### src/rtl/pn2d_pkg.sv
// Shared constants, types and arithmetic helpers for the 2D noise pipeline.
package pn2d_pkg;

    // Number format and table geometry (table size must be a power of two)
    localparam int FRAC_BITS  = 16;
    localparam int TABLE_SIZE = 256;
    localparam int TBL_AW     = $clog2(TABLE_SIZE);

    // Request and result field widths
    localparam int ACT_W    = 1;
    localparam int IDX_W    = 8;
    localparam int PERM_W   = 8;
    localparam int COORD_W  = 24;
    localparam int NOISE_W  = 18;
    localparam int BYTE_W   = 8;

    // Field positions inside the stream data words
    localparam int IDX_LSB  = 0;
    localparam int VAL_LSB  = IDX_LSB + IDX_W;
    localparam int X_LSB    = VAL_LSB + PERM_W;
    localparam int Y_LSB    = X_LSB + COORD_W;
    localparam int S_DATA_W = ((Y_LSB + COORD_W + 7) / 8) * 8;
    localparam int M_DATA_W = ((NOISE_W + BYTE_W + 7) / 8) * 8;

    // Action codes
    localparam logic [ACT_W-1:0] ACT_WRITE = 1'b0;
    localparam logic [ACT_W-1:0] ACT_EVAL  = 1'b1;

    // Gradient select codes (low two hash bits)
    localparam logic [1:0] GRAD_PP = 2'd0;   // dx + dy
    localparam logic [1:0] GRAD_NP = 2'd1;   // -dx + dy
    localparam logic [1:0] GRAD_NN = 2'd2;   // -dx - dy
    localparam logic [1:0] GRAD_PN = 2'd3;   // dx - dy

    // Internal widths
    localparam int RW      = 64;
    localparam int ONE     = 2 ** FRAC_BITS;
    localparam int FADE_W  = FRAC_BITS + 1;
    localparam int GRAD_W  = FRAC_BITS + 3;
    localparam int LERP_W  = FRAC_BITS + 4;

    // Quintic fade coefficients 6t^5 - 15t^4 + 10t^3
    localparam int FADE_C5 = 6;
    localparam int FADE_C4 = 15;
    localparam int FADE_C3 = 10;

    // Output conversion
    localparam int OUT_FRAC = 16;
    localparam int SH_DN    = (FRAC_BITS >= OUT_FRAC) ? FRAC_BITS - OUT_FRAC : 0;
    localparam int SH_UP    = (FRAC_BITS <  OUT_FRAC) ? OUT_FRAC - FRAC_BITS : 0;
    localparam int N16_ONE  = 2 ** OUT_FRAC;
    localparam int BYTE_MAX = 2 ** BYTE_W - 1;
    localparam int BYTE_SH  = OUT_FRAC + 1;
    localparam int BYTE_RND = 2 ** (BYTE_SH - 1);
    localparam logic signed [RW-1:0] NOISE_MAX = RW'(2 ** (NOISE_W - 1) - 1);
    localparam logic signed [RW-1:0] NOISE_MIN = -RW'(2 ** (NOISE_W - 1));

    // Pipeline stages
    localparam int ST_IN   = 0;   // request register
    localparam int ST_HX   = 1;   // column hashes, fade products
    localparam int ST_HC   = 2;   // corner hashes, fade cube
    localparam int ST_GRAD = 3;   // corner gradients, fade done
    localparam int ST_LY   = 4;   // vertical blend products
    localparam int ST_LYS  = 5;   // vertical blend sums
    localparam int ST_LX   = 6;   // horizontal blend product
    localparam int ST_NRM  = 7;   // Q.16 noise, saturated
    localparam int ST_OUT  = 8;   // result register
    localparam int NUM_STG = 9;

    typedef logic [NUM_STG-1:0] stg_en_t;

    // floor((p + half) / 2^s) for signed p
    function automatic logic signed [RW-1:0] rnd_shift(input logic signed [RW-1:0] p,
                                                       input int unsigned s);
        logic signed [RW-1:0] half;
        half = '0;
        if (s != 0)
            half[s-1] = 1'b1;
        return (p + half) >>> s;
    endfunction

    // Wrap any index into the table
    function automatic logic [TBL_AW-1:0] to_addr(input logic [31:0] v);
        return v[TBL_AW-1:0];
    endfunction

    // Diagonal gradient dot product
    function automatic logic signed [GRAD_W-1:0] grad(input logic [1:0] h,
                                                      input logic signed [GRAD_W-1:0] dx,
                                                      input logic signed [GRAD_W-1:0] dy);
        logic signed [GRAD_W-1:0] g;
        unique case (h)
            GRAD_PP: g = dx + dy;
            GRAD_NP: g = dy - dx;
            GRAD_NN: g = -dx - dy;
            GRAD_PN: g = dx - dy;
        endcase
        return g;
    endfunction

endpackage

### src/rtl/pn2d_fade.sv
// Three-stage quintic fade unit: ((6t-15)t+10) * t^3 with rounded products.
module pn2d_fade (
    input  logic                           clk,
    input  pn2d_pkg::stg_en_t              en,
    input  logic [pn2d_pkg::FRAC_BITS-1:0] t_in,
    output logic [pn2d_pkg::FADE_W-1:0]    fade
);
    import pn2d_pkg::*;

    localparam int AW  = FRAC_BITS + 5;
    localparam int P1W = AW + FRAC_BITS + 1;
    localparam int TTW = 2 * FRAC_BITS;
    localparam int BW  = FRAC_BITS + 5;
    localparam int P3W = BW + FRAC_BITS + 1;
    localparam logic signed [AW-1:0] A_OFS = AW'(FADE_C4 * ONE);
    localparam logic signed [BW-1:0] B_OFS = BW'(FADE_C3 * ONE);

    logic signed [AW-1:0]      t_s;
    logic signed [AW-1:0]      a_s;
    logic signed [P1W-1:0]     at_next, at_reg;
    logic [TTW-1:0]            tt_next, tt_reg;
    logic [FRAC_BITS-1:0]      t1_reg;
    logic signed [BW-1:0]      b_next, b_reg;
    logic [FRAC_BITS-1:0]      t2;
    logic [TTW-1:0]            t3p_next, t3p_reg;
    logic [FRAC_BITS-1:0]      t3;
    logic signed [P3W-1:0]     fp;
    logic [FADE_W-1:0]         fade_next, fade_reg;

    always_comb
    begin
        // first products: (6t - 15) * t and t * t
        t_s     = signed'(AW'(t_in));
        a_s     = t_s * AW'(FADE_C5) - A_OFS;
        at_next = P1W'(a_s) * P1W'(t_s);
        tt_next = TTW'(t_in) * TTW'(t_in);

        // polynomial term and t^3
        b_next   = BW'(rnd_shift(RW'(at_reg), FRAC_BITS)) + B_OFS;
        t2       = FRAC_BITS'(rnd_shift(RW'(tt_reg), FRAC_BITS));
        t3p_next = TTW'(t2) * TTW'(t1_reg);

        // final product
        t3        = FRAC_BITS'(rnd_shift(RW'(t3p_reg), FRAC_BITS));
        fp        = P3W'(b_reg) * P3W'(signed'({1'b0, t3}));
        fade_next = FADE_W'(rnd_shift(RW'(fp), FRAC_BITS));
    end

    always_ff @(posedge clk)
    begin
        if (en[ST_HX])
        begin
            at_reg <= at_next;
            tt_reg <= tt_next;
            t1_reg <= t_in;
        end
        if (en[ST_HC])
        begin
            b_reg   <= b_next;
            t3p_reg <= t3p_next;
        end
        if (en[ST_GRAD])
        begin
            fade_reg <= fade_next;
        end
    end

    assign fade = fade_reg;

endmodule

### config.mk
export PLATFORM = sky130hd
export DESIGN_NAME = pn2d_fade
export DESIGN_NICKNAME = d
export VERILOG_FILES = /design/src/rtl/pn2d_pkg.sv /design/src/rtl/pn2d_fade.sv
export SDC_FILE = /design/constraint.sdc
export NUM_CORES = 2
export LEC_CHECK = 0
export BUFFER_PORTS_ARGS = -buffer_cell sky130_fd_sc_hd__buf_2
export CAP_MARGIN = 40
export CORE_UTILIZATION = 40
export CTS_BUF_LIST = sky130_fd_sc_hd__clkbuf_16
export DETAILED_ROUTE_END_ITERATION = 10
export GPL_TIMING_DRIVEN = 0
export PLACE_DENSITY = 0.61
export SLEW_MARGIN = 20
export SYNTH_ARGS = -nofsm -noshare
export SYNTH_HDL_FRONTEND = slang
export SYNTH_SLANG_ARGS = --single-unit
### constraint.sdc
create_clock -name clk -period 8.68 [get_ports clk]
set_input_delay 0.868 -clock clk [delete_from_list [all_inputs] [get_ports clk]]
set_output_delay 0.868 -clock clk [all_outputs]
set_load 0.1 [all_outputs]
---- Word level (Yosys, flattened, before mapping) ----
Index checks and enable logic that the tools add are counted.
word-level totals
  memory bits (writable) .................. 0
  output and inout port bits .............. 17
  ROM bits ................................ 0
  memories kept ........................... 0
  word-level logic and storage cells ...... 17
  bits in latches ......................... 0
  register bits ........................... 155
operators by class
  mux-type cells .......................... 0
  $add $sub $neg .......................... 6
  bitwise logic cells ..................... 0
  eq/ne operators ......................... 0
  reduce and logical (&&, ||, !) cells .... 0
  divide/modulo/power cells ............... 0
  magnitude comparators ................... 0
  $mul .................................... 5
  shifts and indexed selects .............. 0
operators by type and width
  kind                                                  count
  adder 32 x 16 -> 32 bit (second input constant)       2
  multiplier 16 x 16 -> 32 bit                          2
  adder 37 x 17 -> 37 bit (second input constant)       1
  multiplier 21 x 17 -> 37 bit                          1
  adder 33 x 17 -> 33 bit (second input constant)       1
  multiplier 21 x 17 -> 33 bit                          1
  adder 21 bit (second input constant)                  1
  subtractor 19 x 20 -> 21 bit (second input constant)  1
  multiplier 16 x 2 -> 18 bit (second input constant)   1

---- Depth between registers and ports, before layout ----
  word-level depth ........................ 3
  depth in mapped cells ................... 37

---- Least setup slack after synthesis ----
OpenSTA, ideal clock, no wires.
  path kind ............................... in2reg
  from .................................... in t_in[1] (netlist name)
  to ...................................... reg at_reg[36] (data pin)
  setup slack ............................. -423 ps
  stages on the path ...................... 36
  data arrival time ....................... 8843 ps
  required time ........................... 8420 ps
  cells stage by stage .................... clkbuf_1 inv_1 fa_1 nor2b_1 o21ai_2 a21oi_1 o41ai_2 o22ai_1 a311oi_2 o221ai_2 xnor2_2 inv_1 ha_1 xnor2_1 buf_2 nand2_1 fa_1 fa_1 fa_1 inv_1 fa_1 fa_1 inv_1 fa_1 inv_1 ha_1 a21oi_1 nor2b_1 o21ai_0 a211o_1 o21ai_0 o21ai_1 a21oi_1 a211o_1 a21oi_1 xnor2_1
between the ends
  longest elaborated chain between the ends .. 3
RTL lines
  what                            RTL line         source
  start, declared                 pn2d_fade.sv:5   input logic [pn2d_pkg::FRAC_BITS-1:0] t_in,
  multiplier 16 x 2 -> 18 bit     pn2d_fade.sv:34  a_s = t_s * AW'(FADE_C5) - A_OFS;
  subtractor 19 x 20 -> 21 bit    pn2d_fade.sv:34
  multiplier 21 x 17 -> 37 bit *  pn2d_fade.sv:35  at_next = P1W'(a_s) * P1W'(t_s);
  net at_next[36]                 pn2d_fade.sv:20  logic signed [P1W-1:0] at_next, at_reg;
  end signal, assigned            pn2d_fade.sv:53  at_reg <= at_next;
  end, declared                   pn2d_fade.sv:20
Mark *: on every way through the listed nets, which the timed path passes. The rest lies on a longest branch.
A chain may end at the register's enable or synchronous reset.

---- Worst setup path after layout ----
Ends and elaborated chain as after synthesis.

==> results.py <==
metrics = {
    "run_status": {
        "status": "finished, violations left",
        "violations": "negative setup slack",
    },
    "critical_path": {
        "cpMaxStageDelayCell": "fa_2",
        "crit_type": "input port to flop",
        "critPathArrivalTime_ns": 8.81,
        "timing.rr.start": "tt_reg[17]",
        "max_stage_delay_ns": 0.56,
        "crit_required_ns": 8.80,
        "end_kind": "flop",
        "crit_start": "t_in[1]",
        "critPathMaxFanout": 6,
        "cp-start-kind": "input port",
    },
    "timing": {
        "fin_ws_ns": -0.005774,
        "rsz0062_at_grt": "true",
        "maxSlewHeadroom_pct": 43.27,
        "finalCritPeriodShare_pct": 100.1,
        "fin_crit_ns": 8.686,
        "hold_viol": 0,
        "worst_pin_slew_ns": 0.8481,
        "hold_ws_ns": 0.5955,
        "setup_viol": 1,
        "clock_skew_ns": 0.01475,
        "timing_max_transition_violations_final": 0,
        "max_freq_mhz": 115.1,
    },
    "place": {
        "hpwl_mm": 87.15,
        "dp_slack_ns": -2.390,
        "placed_cells": 5821,
        "port_buffers": 36,
        "gp_congestion": 0.9144,
    },
    "cells_and_area": {
        "syn_to_final_growth_pct": 7.868,
        "multiInputGateArea_mm2": 0.03372,
        "fillCellCount": 10040,
        "nNetsFinal": 5910,
        "largest_register_ffs": 23,
        "finalNonFillerCells": 5875,
        "drive_gt1_share_pct": 4.661,
        "seqCellArea_mm2": 0.003303,
    },
    "clock_network": {
        "clkLatencyLatePin_ns": 0.40,
        "cts_made_buffers": 9,
        "htree_num_levels": 3,
        "root_buffer": "clkbuf_16",
        "clock-sinks": 110,
        "path_clk_slew_ns": 0.08,
        "clockBufferDepth": 2,
        "cts_tree": "done",
        "ctsHoldBuffers": 0,
    },
    "logic_synthesis": {
        "synth_cell_types": 68,
        "synthCells": 4406,
        "synth_top_area_share_pct": 46.90,
        "yosys-top-cells-count": "1166 x inv_1, 972 x fa_1, 585 x nand2_1, 412 x ha_1, 254 x and2_1",
        "syn_nets": 5816,
        "ys_seq_elements": 110,
        "syn_area_mm2": 0.04149,
        "netlist.top_cell.by_area": "fa_1",
        "yosys_warnings": 0,
        "ys_async_sr_fraction_pct": 0,
        "synth_edf_count": 110,
        "seq_area_frac_synth_pct": 7.961,
        "syn_avg_cell_area_um2": 9.417,
        "synthFlopType": "edfxtp_1",
        "synth.most_common_cell": "inv_1",
        "netlist_top_cells_area": "fa_1 47%, ha_1 12%, inv_1 11%",
    },
    "min_path": {
        "worstHoldStart": "at_reg[18]",
        "holdCritPathClass": "flop to flop",
    },
    "job": {
        "cap_violations": 0,
    },
    "die": {
        "fp.dieH_um": 324.1,
        "die_w_um": 324.1,
        "die_area_mm2": 0.1050,
        "initial_core_util_pct": 40.55,
        "num_rows": 117,
        "ios": 43,
        "coreArea_mm2": 0.1023,
    },
    "detailed_routing": {
        "viasPerCell": 4.900,
        "ant_nets": 0,
        "first_iter_violations": 1640,
        "post_drt_wl_per_cell_um": 17.47,
        "drc_errors": 0,
        "drt_first_pass_iters": 5,
        "vias": 28790,
        "drt_wl_total_mm": 102.6,
    },
    "grt": {
        "track_usage_pct": 20.72,
        "overflow": 0,
        "antenna_found_initial": 8,
        "grt_pass1_vias": 31030,
        "grt_max_degree": 56,
        "grt_pass1_wl_mm": 167.5,
    },
}
==> cells by family (layout without fill, tap and decap cells) <==
kind of cell	count (synthesis)	count (layout)	synth area share, %
buffers and inverters	1320	1419	11.99
other	0	2	0
AO/OA/AOI/OAI	178	178	2.943
flip-flops	110	110	7.961
adder cells (fa/ha/maj)	1384	1384	59.32
multiplexers	2	2	0.06332
AND/OR/NAND/NOR	1246	1246	14.18
XOR/XNOR	166	166	3.540
==> path summary, 6_finish.rpt <==
kind | to | slack [ns] | depth (start not counted)
hold / removal | b_reg[2] | 0.60 | 1
setup reg to reg | t3p_reg[30] | 0.48 | 26
setup / recovery | at_reg[36] | -0.006 | 38
hold reg to reg | b_reg[2] | 0.60 | 1
==> routing by layer <==
layer  part of all wire, %  global-route usage [%]  vias up
met5                 0.033                       0        -
met4                   2.4                   5.220        6
met3                   5.5                   3.059      133
met2                    48                   35.03      734
met1                    44                   27.81    14860
li1                      -                       -    13050
==> repair_timing <==
item | 4_1_cts | 5_1_grt
gates cloned | 0 | 0
pin swaps | 34 | 32
resized for setup | 77 | 54
endpoints found under the setup margin | 22 | 24
setup buffers | 19 | 15
==> cell type report <==
type	count	share of cell area, %
antenna	2	0.01118
buffer	145	1.493
clock buffer	9	0.5032
clock inverter	7	0.1314
inverter	1173	9.891
multi-input combinational	2976	75.34
sequential	110	7.381
tap	1368	3.825
timing repair buffer	85	1.429
==> cells in the final DEF, fill, tap and decap left out, types with 5 or more instances in the layout <==
master,count
nand2_1,585
edfxtp_1,110
buf_6,12
or3_1,5
and2_1,253
nand4_1,20
inv_1,1162
a21o_1,28
fa_1,966
o21ai_0,21
o21a_1,16
nor3_1,36
nor2b_1,104
ha_4,10
fa_2,6
xnor2_2,12
clkbuf_2,9
clkbuf_1,123
nand3_1,37
xor2_1,45
buf_2,32
inv_2,6
nand2b_1,25
clkbuf_16,12
nor2_1,146
xnor2_1,102
buf_4,41
and3_1,11
a21oi_2,7
ha_1,402
a21oi_1,43
==> through the flow <==
stage / utilization, % / setup TNS (ns) / area [um^2]
global route: 43.73 / -1.772 / 44750
CTS: 43.31 / -0.01167 / 44320
detailed placement: 42.51 / -36.00 / 43500
floorplan: - / 0 / 41520
finish: 43.74 / -0.005774 / 44750
global placement: 42.42 / -36.56 / 43410
==> worst max-delay path: cells and delay by family <==
family,cells,cell delay (ns)
adder cells (fa/ha/maj),9,3.62
AO/OA/AOI/OAI,14,2.75
buffers and inverters,9,0.83
XOR/XNOR,3,0.46
AND/OR/NAND/NOR,3,0.26
Power is left out: the tool's default activity adds up to more than one toggle a clock period on the data nets, which glitch-free logic cannot reach.
