===== config.mk =====
export PLATFORM = sky130hd
export DESIGN_NAME = pn2d_blend
export DESIGN_NICKNAME = d
export VERILOG_FILES = /design/src/rtl/pn2d_pkg.sv /design/src/rtl/pn2d_blend.sv
export SDC_FILE = /design/constraint.sdc
export NUM_CORES = 2
export LEC_CHECK = 0
export ABC_AREA = 1
export BUFFER_PORTS_ARGS = -buffer_cell sky130_fd_sc_hd__buf_4
export CAP_MARGIN = 20
export CORE_MARGIN = 2
export CORE_UTILIZATION = 60
export DETAILED_ROUTE_END_ITERATION = 10
export PLACE_DENSITY = 0.8
export SLEW_MARGIN = 25
export SYNTH_ARGS = -nofsm -noshare
export SYNTH_HDL_FRONTEND = slang
export SYNTH_SLANG_ARGS = --single-unit

===== constraint.sdc =====
create_clock -name clk -period 6.5 [get_ports clk]
set_input_delay 0.65 -clock clk [delete_from_list [all_inputs] [get_ports clk]]
set_output_delay 0.65 -clock clk [all_outputs]
set_load 0.01 [all_outputs]

===== src/rtl/pn2d_pkg.sv =====
// Shared constants, types and arithmetic helpers for the 2D noise pipeline.
package pn2d_pkg;

    // Number format and table geometry (table size must be a power of two)
    localparam int FRAC_BITS  = 16;
    localparam int TABLE_SIZE = 256;
    localparam int TBL_AW     = $clog2(TABLE_SIZE);

    // Request and result field widths
    localparam int ACT_W    = 1;
    localparam int IDX_W    = 8;
    localparam int PERM_W   = 8;
    localparam int COORD_W  = 24;
    localparam int NOISE_W  = 18;
    localparam int BYTE_W   = 8;

    // Field positions inside the stream data words
    localparam int IDX_LSB  = 0;
    localparam int VAL_LSB  = IDX_LSB + IDX_W;
    localparam int X_LSB    = VAL_LSB + PERM_W;
    localparam int Y_LSB    = X_LSB + COORD_W;
    localparam int S_DATA_W = ((Y_LSB + COORD_W + 7) / 8) * 8;
    localparam int M_DATA_W = ((NOISE_W + BYTE_W + 7) / 8) * 8;

    // Action codes
    localparam logic [ACT_W-1:0] ACT_WRITE = 1'b0;
    localparam logic [ACT_W-1:0] ACT_EVAL  = 1'b1;

    // Gradient select codes (low two hash bits)
    localparam logic [1:0] GRAD_PP = 2'd0;   // dx + dy
    localparam logic [1:0] GRAD_NP = 2'd1;   // -dx + dy
    localparam logic [1:0] GRAD_NN = 2'd2;   // -dx - dy
    localparam logic [1:0] GRAD_PN = 2'd3;   // dx - dy

    // Internal widths
    localparam int RW      = 64;
    localparam int ONE     = 2 ** FRAC_BITS;
    localparam int FADE_W  = FRAC_BITS + 1;
    localparam int GRAD_W  = FRAC_BITS + 3;
    localparam int LERP_W  = FRAC_BITS + 4;

    // Quintic fade coefficients 6t^5 - 15t^4 + 10t^3
    localparam int FADE_C5 = 6;
    localparam int FADE_C4 = 15;
    localparam int FADE_C3 = 10;

    // Output conversion
    localparam int OUT_FRAC = 16;
    localparam int SH_DN    = (FRAC_BITS >= OUT_FRAC) ? FRAC_BITS - OUT_FRAC : 0;
    localparam int SH_UP    = (FRAC_BITS <  OUT_FRAC) ? OUT_FRAC - FRAC_BITS : 0;
    localparam int N16_ONE  = 2 ** OUT_FRAC;
    localparam int BYTE_MAX = 2 ** BYTE_W - 1;
    localparam int BYTE_SH  = OUT_FRAC + 1;
    localparam int BYTE_RND = 2 ** (BYTE_SH - 1);
    localparam logic signed [RW-1:0] NOISE_MAX = RW'(2 ** (NOISE_W - 1) - 1);
    localparam logic signed [RW-1:0] NOISE_MIN = -RW'(2 ** (NOISE_W - 1));

    // Pipeline stages
    localparam int ST_IN   = 0;   // request register
    localparam int ST_HX   = 1;   // column hashes, fade products
    localparam int ST_HC   = 2;   // corner hashes, fade cube
    localparam int ST_GRAD = 3;   // corner gradients, fade done
    localparam int ST_LY   = 4;   // vertical blend products
    localparam int ST_LYS  = 5;   // vertical blend sums
    localparam int ST_LX   = 6;   // horizontal blend product
    localparam int ST_NRM  = 7;   // Q.16 noise, saturated
    localparam int ST_OUT  = 8;   // result register
    localparam int NUM_STG = 9;

    typedef logic [NUM_STG-1:0] stg_en_t;

    // floor((p + half) / 2^s) for signed p
    function automatic logic signed [RW-1:0] rnd_shift(input logic signed [RW-1:0] p,
                                                       input int unsigned s);
        logic signed [RW-1:0] half;
        half = '0;
        if (s != 0)
            half[s-1] = 1'b1;
        return (p + half) >>> s;
    endfunction

    // Wrap any index into the table
    function automatic logic [TBL_AW-1:0] to_addr(input logic [31:0] v);
        return v[TBL_AW-1:0];
    endfunction

    // Diagonal gradient dot product
    function automatic logic signed [GRAD_W-1:0] grad(input logic [1:0] h,
                                                      input logic signed [GRAD_W-1:0] dx,
                                                      input logic signed [GRAD_W-1:0] dy);
        logic signed [GRAD_W-1:0] g;
        unique case (h)
            GRAD_PP: g = dx + dy;
            GRAD_NP: g = dy - dx;
            GRAD_NN: g = -dx - dy;
            GRAD_PN: g = dx - dy;
        endcase
        return g;
    endfunction

endpackage


===== src/rtl/pn2d_blend.sv =====
// Gradient, bilinear blend and output conversion stages of the noise pipeline.
module pn2d_blend (
    input  logic                                clk,
    input  pn2d_pkg::stg_en_t                   en,
    input  logic [pn2d_pkg::PERM_W-1:0]         h00,
    input  logic [pn2d_pkg::PERM_W-1:0]         h01,
    input  logic [pn2d_pkg::PERM_W-1:0]         h10,
    input  logic [pn2d_pkg::PERM_W-1:0]         h11,
    input  logic [pn2d_pkg::FRAC_BITS-1:0]      xf,
    input  logic [pn2d_pkg::FRAC_BITS-1:0]      yf,
    input  logic [pn2d_pkg::FADE_W-1:0]         u,
    input  logic [pn2d_pkg::FADE_W-1:0]         v,
    output logic signed [pn2d_pkg::NOISE_W-1:0] noise_value,
    output logic [pn2d_pkg::BYTE_W-1:0]         noise_byte
);
    import pn2d_pkg::*;

    localparam int DFW = GRAD_W + 1;
    localparam int VW  = FADE_W + 1;
    localparam int P0W = DFW + VW;
    localparam int LDW = LERP_W + 1;
    localparam int P1W = LDW + VW;
    localparam int SW  = NOISE_W + 1;
    localparam int BPW = NOISE_W + BYTE_W + 1;
    localparam logic signed [GRAD_W-1:0] G_ONE = GRAD_W'(ONE);

    logic signed [GRAD_W-1:0] dx0, dy0, dx1, dy1;
    logic signed [GRAD_W-1:0] bl_next, tl_next, br_next, tr_next;
    logic signed [GRAD_W-1:0] bl_reg, tl_reg, br_reg, tr_reg;
    logic signed [VW-1:0]     v_s, u_s;
    logic signed [DFW-1:0]    d0, d1;
    logic signed [P0W-1:0]    p0_next, p1_next, p0_reg, p1_reg;
    logic signed [GRAD_W-1:0] bl4_reg, br4_reg;
    logic [FADE_W-1:0]        u4_reg, u5_reg;
    logic signed [LERP_W-1:0] l0_next, l1_next, l0_reg, l1_reg, l0_6_reg;
    logic signed [LDW-1:0]    dl;
    logic signed [P1W-1:0]    pf_next, pf_reg;
    logic signed [RW-1:0]     nf, n16w;
    logic signed [NOISE_W-1:0] n16_next, n16_reg;
    logic signed [SW-1:0]     s_w;
    logic [NOISE_W-1:0]       sp;
    logic [BPW-1:0]           bp, bq;
    logic [BYTE_W-1:0]        byte_next;
    logic signed [NOISE_W-1:0] noise_value_reg;
    logic [BYTE_W-1:0]        noise_byte_reg;

    always_comb
    begin
        // corner offsets and gradients
        dx0     = signed'(GRAD_W'(xf));
        dy0     = signed'(GRAD_W'(yf));
        dx1     = dx0 - G_ONE;
        dy1     = dy0 - G_ONE;
        bl_next = grad(h00[1:0], dx0, dy0);
        tl_next = grad(h01[1:0], dx0, dy1);
        br_next = grad(h10[1:0], dx1, dy0);
        tr_next = grad(h11[1:0], dx1, dy1);

        // blend along y: products
        v_s     = signed'(VW'(v));
        d0      = DFW'(tl_reg) - DFW'(bl_reg);
        d1      = DFW'(tr_reg) - DFW'(br_reg);
        p0_next = P0W'(d0) * P0W'(v_s);
        p1_next = P0W'(d1) * P0W'(v_s);

        // blend along y: sums
        l0_next = LERP_W'(RW'(bl4_reg) + rnd_shift(RW'(p0_reg), FRAC_BITS));
        l1_next = LERP_W'(RW'(br4_reg) + rnd_shift(RW'(p1_reg), FRAC_BITS));

        // blend along x: product
        u_s     = signed'(VW'(u5_reg));
        dl      = LDW'(l1_reg) - LDW'(l0_reg);
        pf_next = P1W'(dl) * P1W'(u_s);

        // finish blend, convert to Q.16 and saturate
        nf   = RW'(l0_6_reg) + rnd_shift(RW'(pf_reg), FRAC_BITS);
        n16w = rnd_shift(nf, SH_DN) <<< SH_UP;
        if (n16w > NOISE_MAX)
            n16_next = NOISE_W'(NOISE_MAX);
        else if (n16w < NOISE_MIN)
            n16_next = NOISE_W'(NOISE_MIN);
        else
            n16_next = NOISE_W'(n16w);

        // byte: round(255 * (n + 1) / 2), saturated
        s_w = SW'(n16_reg) + SW'(N16_ONE);
        sp  = (s_w < 0) ? '0 : NOISE_W'(s_w);
        bp  = BPW'(sp) * BPW'(BYTE_MAX) + BPW'(BYTE_RND);
        bq  = bp >> BYTE_SH;
        byte_next = (bq > BPW'(BYTE_MAX)) ? BYTE_W'(BYTE_MAX) : BYTE_W'(bq);
    end

    always_ff @(posedge clk)
    begin
        if (en[ST_GRAD])
        begin
            bl_reg <= bl_next;
            tl_reg <= tl_next;
            br_reg <= br_next;
            tr_reg <= tr_next;
        end
        if (en[ST_LY])
        begin
            p0_reg  <= p0_next;
            p1_reg  <= p1_next;
            bl4_reg <= bl_reg;
            br4_reg <= br_reg;
            u4_reg  <= u;
        end
        if (en[ST_LYS])
        begin
            l0_reg <= l0_next;
            l1_reg <= l1_next;
            u5_reg <= u4_reg;
        end
        if (en[ST_LX])
        begin
            pf_reg   <= pf_next;
            l0_6_reg <= l0_reg;
        end
        if (en[ST_NRM])
        begin
            n16_reg <= n16_next;
        end
        if (en[ST_OUT])
        begin
            noise_value_reg <= n16_reg;
            noise_byte_reg  <= byte_next;
        end
    end

    assign noise_value = noise_value_reg;
    assign noise_byte  = noise_byte_reg;

endmodule

Yosys cells after proc, flatten, opt, wreduce, memory -nomap -nowiden
Index checks and enable logic that the tools add are counted.
- register bits: 363
- bits of input ports: 108
- output and inout port bits: 26
- add/sub/neg operators: 31
- $mul: 4
- order comparisons: 4
- equal/unequal tests: 12
- multiplexer cells: 6
- reduce and logical (&&, ||, !) cells: 4
- operators by type and width (cell ; count):
    19-bit one-hot mux with 4 select lines ; 4
    36-bit by 17-bit adder with 36-bit output (second input constant) ; 2
    20-bit by 18-bit multiplier with 36-bit output ; 2
    19-bit by 20-bit adder with 20-bit output ; 2
    39-bit by 17-bit adder with 40-bit output (second input constant) ; 1
    19-bit by 19-bit subtractor with 20-bit output ; 2
    21-bit by 18-bit multiplier with 39-bit output ; 1
    17-bit by 18-bit subtractor with 19-bit output ; 2
    18-bit by 17-bit subtractor with 19-bit output ; 2
    18-bit by 18-bit subtractor with 19-bit output ; 2
    19-bit by 17-bit subtractor with 19-bit output ; 2
    19-bit by 18-bit subtractor with 19-bit output ; 2
    18-bit 2-to-1 mux ; 2
    16-bit by 17-bit subtractor with 18-bit output (second input constant) ; 2
    16-bit by 16-bit subtractor with 17-bit output ; 2
    26-bit by 17-bit adder with 27-bit output (second input constant) ; 1
    18-bit by 8-bit multiplier with 26-bit output (second input constant) ; 1
    20-bit by 24-bit adder with 25-bit output ; 1
    25-bit by 18-bit greater-than comparator with 1-bit output (second input constant) ; 1
    25-bit by 18-bit less-than comparator with 1-bit output (second input constant) ; 1
    20-bit by 20-bit subtractor with 21-bit output ; 1
    17-bit by 18-bit adder with 19-bit output ; 1
    18-bit by 17-bit adder with 19-bit output ; 1
    18-bit by 18-bit adder with 19-bit output ; 1
    9 further kinds ; 22

Logic depth before layout (Yosys ltp)
- depth in word-level cells: 6
- mapped depth: 40
- depth with buffers taken out: 39

Worst setup path before layout
No wires, ideal clock.
- path kind: reg-to-reg
- from: register l0_reg[0]
- to: register pf_reg[37] (data pin)
- arrival: 6.807 ns
- setup slack: -0.560 ns
- cell stages (with the launch flop): 30
- period minus slack after synthesis: 7.060 ns
- cells stage by stage: edfxtp_1 ha_1 fa_1 inv_1 nand3_1 nand2_1 nand4_1 nand4_1 nand2_2 clkinv_1 nand2_1 fa_1 inv_1 fa_1 clkbuf_1 inv_1 fa_1 fa_1 inv_1 fa_1 inv_1 fa_1 inv_1 ha_1 inv_1 nor3_1 a2111oi_0 nand2_1 nand2_1 nand2_1
- word-level cells in the longest chain between the ends: 2
- RTL lines (what ; line ; source):
    start: declaration ; pn2d_blend.sv:35 ; logic signed [LERP_W-1:0] l0_next, l1_next, l0_reg, l1_reg, l0_6_reg;
    start signal: assignment ; pn2d_blend.sv:112 ; l0_reg <= l0_next;
    20-bit by 20-bit subtractor with 21-bit output ; pn2d_blend.sv:72 ; dl = LDW'(l1_reg) - LDW'(l0_reg);
    21-bit by 18-bit multiplier with 39-bit output ; pn2d_blend.sv:73 ; pf_next = P1W'(dl) * P1W'(u_s);
    named net pf_next[37] ; pn2d_blend.sv:37 ; logic signed [P1W-1:0] pf_next, pf_reg;
    end signal: assignment ; pn2d_blend.sv:118 ; pf_reg <= pf_next;
    end: declaration ; pn2d_blend.sv:37 ;
The timed path passes the listed nets, and every way through them passes these cells.
A chain may end at the register's enable or synchronous reset.

Final worst setup path
Ends and elaborated chain as after synthesis.

==> impl_results.md <==
* Failing checks: DRC, setup timing
* Synth top area cells: fa_1, edfxtp_1, inv_1
* Die Span X at 334 µm
* GR Overflow Total at 0
* Most Frequent Cell on Critical Path: fa_1
* Slowest Stage Delay on Critical Path at 0.59 ns
* Crit start category: flop
* Max reg flops at 24
* CORE AREA at roughly 0.11 mm²
* Critical-path top delay cell: fa_1
* CTS Root Cell: clkbuf_16
* Global placer's final weighted congestion at 1.04
* First-pass GRT wire length at 350 mm
* Tmin final at 7.23 ns
* Final wirelength at 243 mm
* Largest net degree at the start of global routing at 74
* Synth warnings at 0
* Ys async rst share at 0
* Sequential area share after synthesis at 0.144
* Initial Util at 0.603
* Syn-to-layout area delta at 28.5%
* Vias in the first global route at roughly 63k
* Syn_area_per_cell at 8.00 µm²
* Clock slew at reported path FFs at 0.07 ns
* Ys flop type: edfxtp_1
* Critical setup path kind: flop to flop
* Rows at 121
* Post-synth top area share at 0.333
* FF-to-FF setup slack at -0.73 ns
* Post-route ant nets at 0
* Vias per inst at 5.85
* # DRC at 2
* TritonCTS Sinks at 314
* Synth unique cells at 63
* Nets at 11.0k
* Clk Latency, worst-skew pair at slightly above 0.6 ns
* Post-DP HPWL at around 180 mm
* Slew @ Worst Pin at ~1.1 ns
* 1st-pass router iterations at 11
* Top cells by count, synth: inv_1, nand2_1, fa_1
* Total negative slack at -33.40 ns
* Total of max-cap violations at 0
* # fillers at 6863
* Status: finished, violations left
* DIE AREA at 0.112 mm²
* Initial DRC Count at 7431
* Total track usage at 0.406
* Share of cells above drive strength 1 at 0.273
* Period utilization at 1.11
* Non-Filler Instances at ~11k
* CTS tree: yes
* DR WL/cell at 22.6 µm
* Worst setup margin at -0.728 ns
* CTS Buf Count at 40
* I/O pin count at 134
* CP max FO at 6
* Die Span Y at 334 µm
* Number of port buffers at 106
* WP data required at 6.83 ns
* Setup Viol. Count Final at 65
* Finished Core Util at 0.775
* Cell taking the most area after synthesis: fa_1
* Most numerous cell in the Yosys netlist: inv_1
* HP Class: input pin to flop
* Post-Syn Instances at between 8k and 9k
* Fmax at 138 MHz
* Clk_skew at around 0.05 ns
* Worst EP arrival at 7.56 ns
* Post-synthesis register bit count at 314
* EDFF count, synth at 314
* Final Hold Viols at 0
* Max H-tree Level at 2
* Maximum clock path buffer count at 3
* DP Cell Count at 10.4k
* Rel. slew slack at 0.269
* Syn Std Cell Area at approximately 0.065 mm²
* Fin. max-slew vios at 0
* RSZ-0062 raised after global routing: true
* Antenna violations before repair at 10
* Via count at 62.9k
* Critical Path Sink Type: flop
[placed cells by master (no fill, tap or decap), types with 71 or more instances in the layout]
cell and instances:
ha_1 420, xor2_1 149, nand3_1 395, nand2_1 1335, o21ai_0 125, edfxtp_1 314
fa_2 88, nand2_2 175, a21oi_1 221, ha_4 108, inv_2 207, nand2_4 92
nor2_1 589, inv_1 1796, nand4_1 88, fa_1 1000, nor2_4 71, buf_4 1056
buf_6 134
[logic make-up (layout without fill, tap and decap cells)]
| kind of cell | after synthesis | after routing | share of synthesized area |
|---|---|---|---|
| buffers and inverters | 2229 | 3339 | 0.129 |
| AOI/OAI and AO/OA | 698 | 698 | 0.0606 |
| xor gates and xnor gates | 247 | 248 | 0.0334 |
| and+or+nand+nor | 3084 | 3084 | 0.199 |
| other | 2 | 34 | 0.000115 |
| adders and majority gates | 1616 | 1616 | 0.433 |
| DFF | 314 | 314 | 0.144 |
[critical path, delay by kind of cell, from the launching register on]
kind,cells,cell delay (ns)
fa+ha+maj,9,4.01
simple gates,13,1.35
buf+inv,9,0.80
flops,1,0.46
compound gates,2,0.29
[routing by layer]
metal	wire length, µm	GRT usage
met4	18800	0.206
met5	128	0
met2	111000	0.662
met3	27200	0.0902
met1	85900	0.510
[per-stage QoR]
| stage | cell area [µm²] | setup WS, ns | hold WS, ns |
|---|---|---|---|
| after floorplan | 66200 | -0.0461 | 0.400 |
| after global placement | 74900 | -0.697 | 0.401 |
| after detailed placement | 74900 | -0.759 | 0.405 |
| after CTS | 81400 | -0.414 | 0.236 |
| after global routing | 84200 | -0.900 | 0.242 |
| final | 84200 | -0.728 | 0.251 |
[final timing paths]
path | startpoint | cells after the start | end
worst min-delay path | u[9] | 1 | u4_reg[9]
worst max register to register | l0_reg[0] | 33 | pf_reg[37]
worst min register to register | u4_reg[4] | 0 | u5_reg[4]
worst max-delay path | l0_reg[0] | 33 | pf_reg[37]
[what timing repair did]
action	in CTS	in global routing
pin swaps	516	504
endpoints found under the setup margin	66	66
buffers inserted	146	107
cloned	2	0
gates resized for setup	993	550
hold buffers	0	0
[cell type report]
type,count,area (µm²),share of cell area
multi-input combinational,5676,53600,0.637
clock inverter,27,379,0.00450
tap,1414,1770,0.0210
antenna,4,10.0,0.000119
timing repair buffer,1228,10200,0.121
sequential,314,9430,0.112
inverter,2039,7770,0.0923
clock buffer,45,1040,0.0124
Power is left out: the tool's default activity adds up to more than one toggle a clock period on the data nets, which glitch-free logic cannot reach.
